===== config.mk =====
export PLATFORM = sky130hd
export DESIGN_NAME = sorted_list_insert_rotate
export DESIGN_NICKNAME = d
export VERILOG_FILES = /design/src/rtl/slir_pkg.sv /design/src/rtl/sorted_list_insert_rotate.sv /design/src/rtl/slir_mem.sv
export SDC_FILE = /design/constraint.sdc
export NUM_CORES = 1
export LEC_CHECK = 0
export BUFFER_PORTS_ARGS = -buffer_cell sky130_fd_sc_hd__buf_2
export CAP_MARGIN = 25
export CORE_UTILIZATION = 40
export DETAILED_ROUTE_END_ITERATION = 8
export GPL_ROUTABILITY_DRIVEN = 0
export PLACE_DENSITY_LB_ADDON = 0.05
export SLEW_MARGIN = 25
export SYNTH_ARGS = -nofsm -noshare
export SYNTH_HDL_FRONTEND = slang
export SYNTH_SLANG_ARGS = --single-unit

===== constraint.sdc =====
create_clock -name clk -period 16.1 [get_ports clk]
set_input_delay 0.805 -clock clk [delete_from_list [all_inputs] [get_ports clk]]
set_output_delay 0.805 -clock clk [all_outputs]
set_load 0.02 [all_outputs]

===== src/rtl/slir_pkg.sv =====
// ----------------------------------------------------------------------------
// slir_pkg
// Shared types and codes for the sorted insertion list.
// ----------------------------------------------------------------------------
package slir_pkg;

    localparam int unsigned DATA_W = 32;

    // Operation codes carried in the mode field
    localparam logic [1:0] MODE_INSERT  = 2'd0;
    localparam logic [1:0] MODE_DISPLAY = 2'd1;
    localparam logic [1:0] MODE_ROTATE  = 2'd2;

    // Result status codes
    localparam logic [2:0] ST_SHOWN    = 3'd0;
    localparam logic [2:0] ST_EMPTY    = 3'd1;
    localparam logic [2:0] ST_INSERTED = 3'd2;
    localparam logic [2:0] ST_FULL     = 3'd3;
    localparam logic [2:0] ST_ROTATED  = 3'd4;

    typedef struct packed {
        logic [1:0]               mode;
        logic signed [DATA_W-1:0] value;
    } in_t;

    typedef struct packed {
        logic [2:0]               status;
        logic signed [DATA_W-1:0] entry;
        logic                     last;
    } out_t;

    typedef enum logic [2:0] {
        S_IDLE,
        S_INS,
        S_INS_END,
        S_DISP,
        S_ROT,
        S_EMIT
    } state_t;

endpackage


===== src/rtl/sorted_list_insert_rotate.sv =====
// ----------------------------------------------------------------------------
// sorted_list_insert_rotate
// Bounded ordered list of signed 32-bit values with insert, display, rotate.
// ----------------------------------------------------------------------------
// The list lives in a RAM of two banks with room for DEPTH entries each, one
// write and one registered read port; a count register tracks occupancy. One
// transaction is worked on at a time and the RAM port moves one entry per
// cycle, stalling only in a display while the output is held. An insert
// scans forward and carries the displaced entries up, then writes the tail
// and gives the result; a display delivers one entry per cycle while the
// output is taken; a rotate copies into the idle bank, then swaps banks.
// A full insert, an empty display and a short rotate go straight to the
// result; mode 3 is accepted and dropped with no result. A pending result sits
// in an output register, so the next transaction is accepted while it waits.
// ----------------------------------------------------------------------------
module sorted_list_insert_rotate #(
    parameter int DEPTH = 16
) (
    input  logic             clk,
    input  logic             rst_n,
    input  logic             in_valid,
    output logic             in_ready,
    input  slir_pkg::in_t    in_data,
    output logic             out_valid,
    input  logic             out_ready,
    output slir_pkg::out_t   out_data
);

    localparam int IDX_W  = (DEPTH > 1) ? $clog2(DEPTH) : 1;
    localparam int CNT_W  = $clog2(DEPTH + 1);
    localparam int ADDR_W = IDX_W + 1;

    slir_pkg::state_t state_reg, state_next;

    logic [CNT_W-1:0] count_reg, count_next;
    logic [CNT_W-1:0] idx_reg, idx_next;
    logic [CNT_W-1:0] src_reg, src_next;
    logic             bank_reg, bank_next;
    logic             found_reg, found_next;
    logic [2:0]       pend_reg, pend_next;
    logic             out_valid_reg, out_valid_next;
    slir_pkg::out_t   out_data_reg, out_data_next;
    logic signed [slir_pkg::DATA_W-1:0] carry_reg, carry_next;

    // RAM port signals
    logic                                mem_we;
    logic [ADDR_W-1:0]                   mem_waddr;
    logic signed [slir_pkg::DATA_W-1:0]  mem_wdata;
    logic                                mem_re;
    logic [ADDR_W-1:0]                   mem_raddr;
    logic signed [slir_pkg::DATA_W-1:0]  mem_rdata;

    logic             out_free;
    logic [CNT_W-1:0] idx_inc;
    logic [CNT_W-1:0] src_inc;
    logic             idx_done;
    logic             place;

    // No forwarding is needed: within one operation the write and read
    // addresses of the same cycle always differ (next index or other bank).
    slir_mem #(
        .ADDR_W (ADDR_W)
    ) u_mem (
        .clk   (clk),
        .we    (mem_we),
        .waddr (mem_waddr),
        .wdata (mem_wdata),
        .re    (mem_re),
        .raddr (mem_raddr),
        .rdata (mem_rdata)
    );

    assign out_free  = !out_valid_reg || out_ready;
    assign idx_inc   = idx_reg + CNT_W'(1);
    assign src_inc   = src_reg + CNT_W'(1);
    assign idx_done  = (idx_inc == count_reg);
    assign out_valid = out_valid_reg;
    assign out_data  = out_data_reg;

    // Insert point: before entry 0 if it is greater, else before the first
    // later entry that is not smaller. Once found, every later slot takes
    // the carried entry and the old one moves into the carry.
    assign place = found_reg ||
                   ((idx_reg == '0) ? (carry_reg < mem_rdata) : !(mem_rdata < carry_reg));

    always_ff @(posedge clk or negedge rst_n)
    begin
        if (!rst_n)
        begin
            state_reg     <= slir_pkg::S_IDLE;
            count_reg     <= '0;
            bank_reg      <= 1'b0;
            out_valid_reg <= 1'b0;
        end
        else
        begin
            state_reg     <= state_next;
            count_reg     <= count_next;
            bank_reg      <= bank_next;
            out_valid_reg <= out_valid_next;
        end
    end

    always_ff @(posedge clk)
    begin
        idx_reg      <= idx_next;
        src_reg      <= src_next;
        found_reg    <= found_next;
        pend_reg     <= pend_next;
        carry_reg    <= carry_next;
        out_data_reg <= out_data_next;
    end

    always_comb
    begin
        state_next     = state_reg;
        count_next     = count_reg;
        idx_next       = idx_reg;
        src_next       = src_reg;
        bank_next      = bank_reg;
        found_next     = found_reg;
        pend_next      = pend_reg;
        carry_next     = carry_reg;
        out_data_next  = out_data_reg;
        out_valid_next = out_valid_reg && !out_ready;

        mem_we    = 1'b0;
        mem_waddr = {bank_reg, idx_reg[IDX_W-1:0]};
        mem_wdata = carry_reg;
        mem_re    = 1'b0;
        mem_raddr = {bank_reg, idx_reg[IDX_W-1:0]};

        in_ready = 1'b0;

        case (state_reg)
            slir_pkg::S_IDLE:
            begin
                in_ready = 1'b1;
                if (in_valid)
                begin
                    case (in_data.mode)
                        slir_pkg::MODE_INSERT:
                        begin
                            if (count_reg == CNT_W'(DEPTH))
                            begin
                                pend_next  = slir_pkg::ST_FULL;
                                state_next = slir_pkg::S_EMIT;
                            end
                            else if (count_reg == '0)
                            begin
                                mem_we     = 1'b1;
                                mem_waddr  = {bank_reg, IDX_W'(0)};
                                mem_wdata  = in_data.value;
                                count_next = CNT_W'(1);
                                pend_next  = slir_pkg::ST_INSERTED;
                                state_next = slir_pkg::S_EMIT;
                            end
                            else
                            begin
                                mem_re     = 1'b1;
                                mem_raddr  = {bank_reg, IDX_W'(0)};
                                idx_next   = '0;
                                carry_next = in_data.value;
                                found_next = 1'b0;
                                state_next = slir_pkg::S_INS;
                            end
                        end
                        slir_pkg::MODE_DISPLAY:
                        begin
                            if (count_reg == '0)
                            begin
                                pend_next  = slir_pkg::ST_EMPTY;
                                state_next = slir_pkg::S_EMIT;
                            end
                            else
                            begin
                                mem_re     = 1'b1;
                                mem_raddr  = {bank_reg, IDX_W'(0)};
                                idx_next   = '0;
                                state_next = slir_pkg::S_DISP;
                            end
                        end
                        slir_pkg::MODE_ROTATE:
                        begin
                            if (count_reg < CNT_W'(2))
                            begin
                                pend_next  = slir_pkg::ST_ROTATED;
                                state_next = slir_pkg::S_EMIT;
                            end
                            else
                            begin
                                // Start the copy at the second half
                                src_next   = count_reg >> 1;
                                mem_re     = 1'b1;
                                mem_raddr  = {bank_reg, src_next[IDX_W-1:0]};
                                idx_next   = '0;
                                state_next = slir_pkg::S_ROT;
                            end
                        end
                        default:
                        begin
                            // Drop the unused mode
                            state_next = slir_pkg::S_IDLE;
                        end
                    endcase
                end
            end

            slir_pkg::S_INS:
            begin
                if (place)
                begin
                    mem_we     = 1'b1;
                    mem_wdata  = carry_reg;
                    carry_next = mem_rdata;
                    found_next = 1'b1;
                end
                if (idx_done)
                begin
                    state_next = slir_pkg::S_INS_END;
                end
                else
                begin
                    mem_re    = 1'b1;
                    mem_raddr = {bank_reg, idx_inc[IDX_W-1:0]};
                    idx_next  = idx_inc;
                end
            end

            slir_pkg::S_INS_END:
            begin
                // Append whatever is left in the carry at the tail
                mem_we     = 1'b1;
                mem_waddr  = {bank_reg, count_reg[IDX_W-1:0]};
                mem_wdata  = carry_reg;
                count_next = count_reg + CNT_W'(1);
                pend_next  = slir_pkg::ST_INSERTED;
                state_next = slir_pkg::S_EMIT;
            end

            slir_pkg::S_DISP:
            begin
                // Hold the read data until the output register frees up
                if (out_free)
                begin
                    out_valid_next       = 1'b1;
                    out_data_next.status = slir_pkg::ST_SHOWN;
                    out_data_next.entry  = mem_rdata;
                    out_data_next.last   = idx_done;
                    if (idx_done)
                    begin
                        state_next = slir_pkg::S_IDLE;
                    end
                    else
                    begin
                        mem_re    = 1'b1;
                        mem_raddr = {bank_reg, idx_inc[IDX_W-1:0]};
                        idx_next  = idx_inc;
                    end
                end
            end

            slir_pkg::S_ROT:
            begin
                mem_we    = 1'b1;
                mem_waddr = {!bank_reg, idx_reg[IDX_W-1:0]};
                mem_wdata = mem_rdata;
                if (idx_done)
                begin
                    bank_next  = !bank_reg;
                    pend_next  = slir_pkg::ST_ROTATED;
                    state_next = slir_pkg::S_EMIT;
                end
                else
                begin
                    src_next  = (src_inc == count_reg) ? '0 : src_inc;
                    mem_re    = 1'b1;
                    mem_raddr = {bank_reg, src_next[IDX_W-1:0]};
                    idx_next  = idx_inc;
                end
            end

            slir_pkg::S_EMIT:
            begin
                if (out_free)
                begin
                    out_valid_next       = 1'b1;
                    out_data_next.status = pend_reg;
                    out_data_next.entry  = '0;
                    out_data_next.last   = 1'b1;
                    state_next           = slir_pkg::S_IDLE;
                end
            end

            default:
            begin
                state_next = slir_pkg::S_IDLE;
            end
        endcase
    end

endmodule


===== src/rtl/slir_mem.sv =====
// ----------------------------------------------------------------------------
// slir_mem
// Simple dual-port RAM: one write port, one read port, registered read data.
// ----------------------------------------------------------------------------
module slir_mem #(
    parameter int ADDR_W = 5
) (
    input  logic                                clk,
    input  logic                                we,
    input  logic [ADDR_W-1:0]                   waddr,
    input  logic signed [slir_pkg::DATA_W-1:0]  wdata,
    input  logic                                re,
    input  logic [ADDR_W-1:0]                   raddr,
    output logic signed [slir_pkg::DATA_W-1:0]  rdata
);

    logic signed [slir_pkg::DATA_W-1:0] mem [2**ADDR_W];

    always_ff @(posedge clk)
    begin
        if (we)
        begin
            mem[waddr] <= wdata;
        end
    end

    // Hold read data while no read is issued
    always_ff @(posedge clk)
    begin
        if (re)
        begin
            rdata <= mem[raddr];
        end
    end

endmodule


=== Word level (Yosys, flattened, before mapping) ===
Memories as Yosys holds them, arrays and structs flattened. A register that Yosys moved wholly into a read port is not among the register bits.
Index checks and enable logic that the tools add are counted.

* $add $sub $neg: 3
* Order comparisons: 3
* Equality and inequality tests: 30
* Mux-type cells: 93
* Reductions and logical operators: 28

{| class="wikitable"
|+ Operators with widths
! operator !! number
|-
| $mux W32 || 9
|-
| $pmux W32 S2 || 2
|-
| $mux W5 || 15
|-
| $mux W36 || 2
|-
| $pmux W36 S2 || 1
|-
| $lt A32 B32 Y1 || 2
|-
| $mux W3 || 15
|-
| $pmux W5 S3 || 3
|-
| $mux W4 || 11
|-
| $pmux W3 S3 || 3
|-
| $ne A2 B2 Y1 const B || 12
|-
| $mux W1 || 23
|-
| $pmux W5 S2 || 2
|-
| $pmux W3 S6 || 1
|-
| $reduce_and A6 Y1 || 3
|-
| $pmux W4 S4 || 1
|-
| $add A5 B1 Y5 const B || 3
|-
| $ne A3 B3 Y1 const B || 4
|-
| $pmux W4 S3 || 1
|-
| $eq A5 B5 Y1 || 2
|-
| $logic_not A5 Y1 || 2
|-
| $reduce_and A5 Y1 || 2
|-
| $pmux W1 S3 || 3
|-
| $reduce_bool A2 Y1 || 4
|-
| 21 further kinds || 31
|}

* Bits in registers: 92
* RAM bits: 1024
* Input bits: 38
* Memories: 1

{| class="wikitable"
|+ Memories
! memory !! words !! width !! rd ports !! clocked after Yosys merged registers in !! wr ports !! RTL line !! text
|-
| u_mem.mem || 32 || 32 || 1 || 1 || 1 || slir_mem.sv:17 || <nowiki>logic signed [slir_pkg::DATA_W-1:0] mem [2**ADDR_W];</nowiki>
|}

=== Depth between registers and ports, before layout ===
* Word-level depth: 8
* Mapped depth: 17
* Depth with buffers taken out: 12

=== Modules after synthesis ===
A second synthesis with hierarchy kept.

* Cells, all modules: 2869
* Area total of the unflattened synthesis: 46818.7 um^2

{| class="wikitable"
|+ Modules (own cells, without submodules)
! module !! times used !! cells each !! area an instance (um^2) !! seq. area each (um^2)
|-
| slir_mem || 1 || 2260 || 40812.9 || 31710.4
|-
| sorted_list_insert_rotate || 1 || 609 || 6005.8 || 2712.6
|}

=== Worst setup path before layout ===
No wires, ideal clock.

* Path type: register to register
* Start: reg u_mem.rdata[9] (netlist name) (read register of u_mem.mem)
* End: mem u_mem.mem[0][0] (netlist name) (enable)
* Setup time: 0.502 ns
* Arrival: 5.755 ns
* Path slack: 9.843 ns
* Stages on the path, launching flop included: 12
* Period minus slack after synthesis: 6.257 ns
* Cell sequence: edfxtp_1 -> ha_1 -> a21o_1 -> a21o_1 -> a21o_1 -> a21o_1 -> a21oi_1 -> o31ai_1 -> or4_1 -> a31oi_1 -> nor3_1 -> nor4_1

* Longest elaborated chain between the ends: 8

{| class="wikitable"
|+ Ends and longest elaborated chain
! what !! RTL line !! text
|-
| start, declared || slir_mem.sv:14 || <nowiki>output logic signed [slir_pkg::DATA_W-1:0] rdata</nowiki>
|-
| $lt A32 B32 Y1 || sorted_list_insert_rotate.sv:84 || <nowiki>((idx_reg == '0) ? (carry_reg < mem_rdata) : !(mem_rdata < carry_reg));</nowiki>
|-
| $logic_not A1 Y1 || sorted_list_insert_rotate.sv:84 ||
|-
| $mux W1 (*) || sorted_list_insert_rotate.sv:84 ||
|-
| $logic_or A1 B1 Y1 (*) || sorted_list_insert_rotate.sv:83 || <nowiki>assign place = found_reg ||</nowiki>
|-
| $mux W1 (*) || sorted_list_insert_rotate.sv:211 || <nowiki>if (place)</nowiki>
|-
| $pmux W1 S3 (*) || sorted_list_insert_rotate.sv:135 || <nowiki>case (state_reg)</nowiki>
|-
| $mux W1 (*) || slir_mem.sv:21 || <nowiki>if (we)</nowiki>
|-
| $mux W1 (implied by the code) (*) || slir_mem.sv:23 || <nowiki>mem[waddr] <= wdata;</nowiki>
|-
| end, declared || slir_mem.sv:17 ||
|}

Mark *: on every way between the ends. The rest lies on a longest branch, timed or not.

=== Worst setup path in the final report ===
* Start: reg state_reg[1]
* End: reg u_mem.rdata[22] (netlist name) (read register of u_mem.mem) (data pin)

* Longest elaborated chain between the ends: 3

{| class="wikitable"
|+ Ends and longest elaborated chain
! what !! RTL line !! text
|-
| start, declared || sorted_list_insert_rotate.sv:33 || <nowiki>slir_pkg::state_t state_reg, state_next;</nowiki>
|-
| start signal, assigned || sorted_list_insert_rotate.sv:90 || <nowiki>state_reg <= slir_pkg::S_IDLE;</nowiki>
|-
| start signal, assigned || sorted_list_insert_rotate.sv:97 || <nowiki>state_reg <= state_next;</nowiki>
|-
| $eq A3 B3 Y1 / $eq A3 B1 Y1 (equally long branches) || sorted_list_insert_rotate.sv:135 ||
|-
| $reduce_or A2 Y1 (no line) || -- ||
|-
| $pmux W1 S3 || sorted_list_insert_rotate.sv:135 ||
|}

Several ways; a longest one is shown, not always the timed one.
A chain may end at the register's enable or synchronous reset.

==> impl_metrics.ini <==
[run_status]
status = finished clean

[floorplan]
rows = 126
die_w_um = 347.0
die_y_um = 347.0
fp.coreArea_mm2 = 0.1181
dieArea_mm2 = 0.1204
io_pins = 76
initial_utilization_pct = 40.32

[grt]
gr-total-overflow = 0
grt_pass1_vias = 27570
grt_max_degree = 137
grt_pass1_wl_um = 211400
grt_usage_pct = 24.94
grt_antenna_before_repair = 3

[clock_network]
clock-sinks = 1148
cts_buffer_depth = 3
hold_buffers = 1
clkSlewWorstSetupHoldPaths_ps = 60
clock_latency_ps = 740
cts_tree = yes
cts-root-buf = clkbuf_16
cts-resized-gates = 0
h-tree-depth = 4
post_cts_buffers = 0
numCtsBuffers = 130

[layout]
final_cell_mix = 1138 x edfxtp_1, 174 x inv_1, 157 x mux2i_1
drive_gt1_share_pct = 17.83
finalNetCount = 3075
mostFrequentLayoutCell = edfxtp_1
n_antenna_cell = 0
largest_register_ffs = 1024
fin_cells = 4626
postLayoutCoreUtil_pct = 46.06
area_growth_pct = 14.24

[sta]
fmax_ghz = 0.1534
slew_viol_final = 0
finalSetupViolations = 0
hold_slack_ps = 401.4
post-route-period-util_pct = 40.49
hold_viol = 0
slew_headroom_pct = 26.09
rsz0062_at_grt = false
finalClockSkew_ps = 26.27
worst_pin_slew_ps = 1097
layout_min_cycle_time_ps = 6519
setup_tns_ps = 0

[yosys]
postSynth.asyncResetShare_pct = 0.8711
ys_seq_area_share_pct = 72.31
syn_inst = 2906
ys_ff_latch = 1148
synth_edf_count = 1138
syn_area_mm2 = 0.04761
ys.warnings.count = 0
synth_area_per_cell_um2 = 16.38
ys_types = 74
syn-num-nets = 2985
ys.flop_type = edfxtp_1

[job]
cap_violations = 0

[worst_setup_path]
worstSetupPathType = flip-flop to flip-flop
end_kind = flip-flop
critPathTopFamily = simple AND/OR/NAND/NOR gates
required_ps = 16550
reg2reg_from = state_reg[1]
worstPathCellList = or4b_1 -> nor3_1 -> nand2_2 -> buf_4 -> o211ai_4 -> buf_12 -> and2_2 -> buf_4 -> a221oi_1 -> o21ai_1 -> nand3_1
worst_ep_arrival_time_ps = 6970
path_buf_inv = 3
cpMaxStageDelayCell = buf_4
slowest_delay_ps = 750
rrSetupSlack_ps = 9580
worstReg2RegEnd = u_mem.rdata[22]
rr_worst_depth = 11
cp_common_cell = buf_4
startpoint = state_reg[1]
start_kind = flip-flop
crit_path_max_fanout = 136
path_depth = 11

[hold_path]
hold_path_class = input port to flip-flop
holdPathStages = 3
hold_start = out_ready
hold_end = out_valid

[place]
portBuffers = 75
place_hpwl_um = 81280
dp.cells = 4399

[drt]
via_per_inst = 6.037
drtAntennaViolNets = 0
drc = 0
drt_iter0_markers = 3033
wl_per_cell_um = 32.61
wirelength_um = 150800
first_pass_iters = 6
via_count = 27930

[power]
powerDensity_mw_per_mm2 = 243.4
power_leakage_uw = 0.01824
peakVddDrop_v = 0.0002378
==> report_power, final <==
| group | total (µW) | internal (µW) | leakage [µW] | switching (µW) |
|---|---|---|---|---|
| sequential | 4640 | 4400 | 0.0104 | 243 |
| combinational | 5700 | 1740 | 0.00583 | 3960 |
| clock | 2900 | 1720 | 0.00200 | 1170 |
==> layout make-up <==
cell class	instances	area, µm²
Clock buffer	163	3505
Clock inverter	63	605.6
Fill cell	10140	63700
Inverter	174	653.1
Multi-Input combinational cell	1382	12190
Sequential cell	1148	34430
Tap cell	1536	1922
Timing Repair Buffer	160	1079
==> cells by family (layout without fill, tap and decap cells) <==
kind of cell	after synthesis	count (layout)	share of synthesized area, %
buf+inv	376	560	3.593
flops	1148	1148	72.31
fa+ha+maj	41	41	1.078
compound gates	725	725	10.52
simple gates	307	307	3.375
xor+xnor	21	21	0.4153
mux	288	288	8.710
==> worst max-delay path by stage <==
stage	end	slack (ps)
floorplan	u_mem.mem[0][0]	9840
global placement	u_mem.rdata[22]	9560
detailed placement	u_mem.rdata[22]	9510
CTS	u_mem.rdata[22]	9720
global route	u_mem.rdata[22]	9420
finish	u_mem.rdata[22]	9580
==> cell usage after synthesis (44+ instances only) <==
cell	number	area [µm²]
a21oi_1	143	715.7
nor2_1	70	262.8
edfxtp_1	1138	34170
clkbuf_1	123	461.7
mux4_2	95	2140
mux2i_1	157	1572
inv_1	174	653.1
nand2_1	45	168.9
a221oi_1	63	551.8
and2_1	44	275.3
a22oi_1	61	457.9
o2111ai_1	97	849.6
nand3_1	46	230.2
o211ai_1	68	510.5
o21ai_0	135	675.7
==> stage by stage <==
step | worst slack, ps | cell area [µm²] | power [µW]
2_1_floorplan | 9843 | 47610 | 8290
3_3_place_gp | 9556 | 50120 | 10330
3_5_place_dp | 9512 | 50230 | 10410
4_1_cts | 9724 | 54350 | 13320
5_1_grt | 9423 | 54380 | 13800
6_report | 9581 | 54380 | 13240
==> per-layer routing <==
layer / share of wire, % / track usage [%] / vias to the layer above
met5: 0 / 0 / -
met4: 3.2 / 8.506 / 0
met3: 5.9 / 3.820 / 235
met2: 45 / 37.78 / 1025
met1: 46 / 36.61 / 14850
li1: - / - / 11810
==> worst reg2reg max path: cells and delay by family, from the launching register on <==
family / cells / cell delay, ps
and+or+nand+nor: 5 / 2750
AOI/OAI and AO/OA: 3 / 1030
DFF: 1 / 630
buffers and inverters: 3 / 1840
No activity file was read; power rests on OpenSTA's default activity.
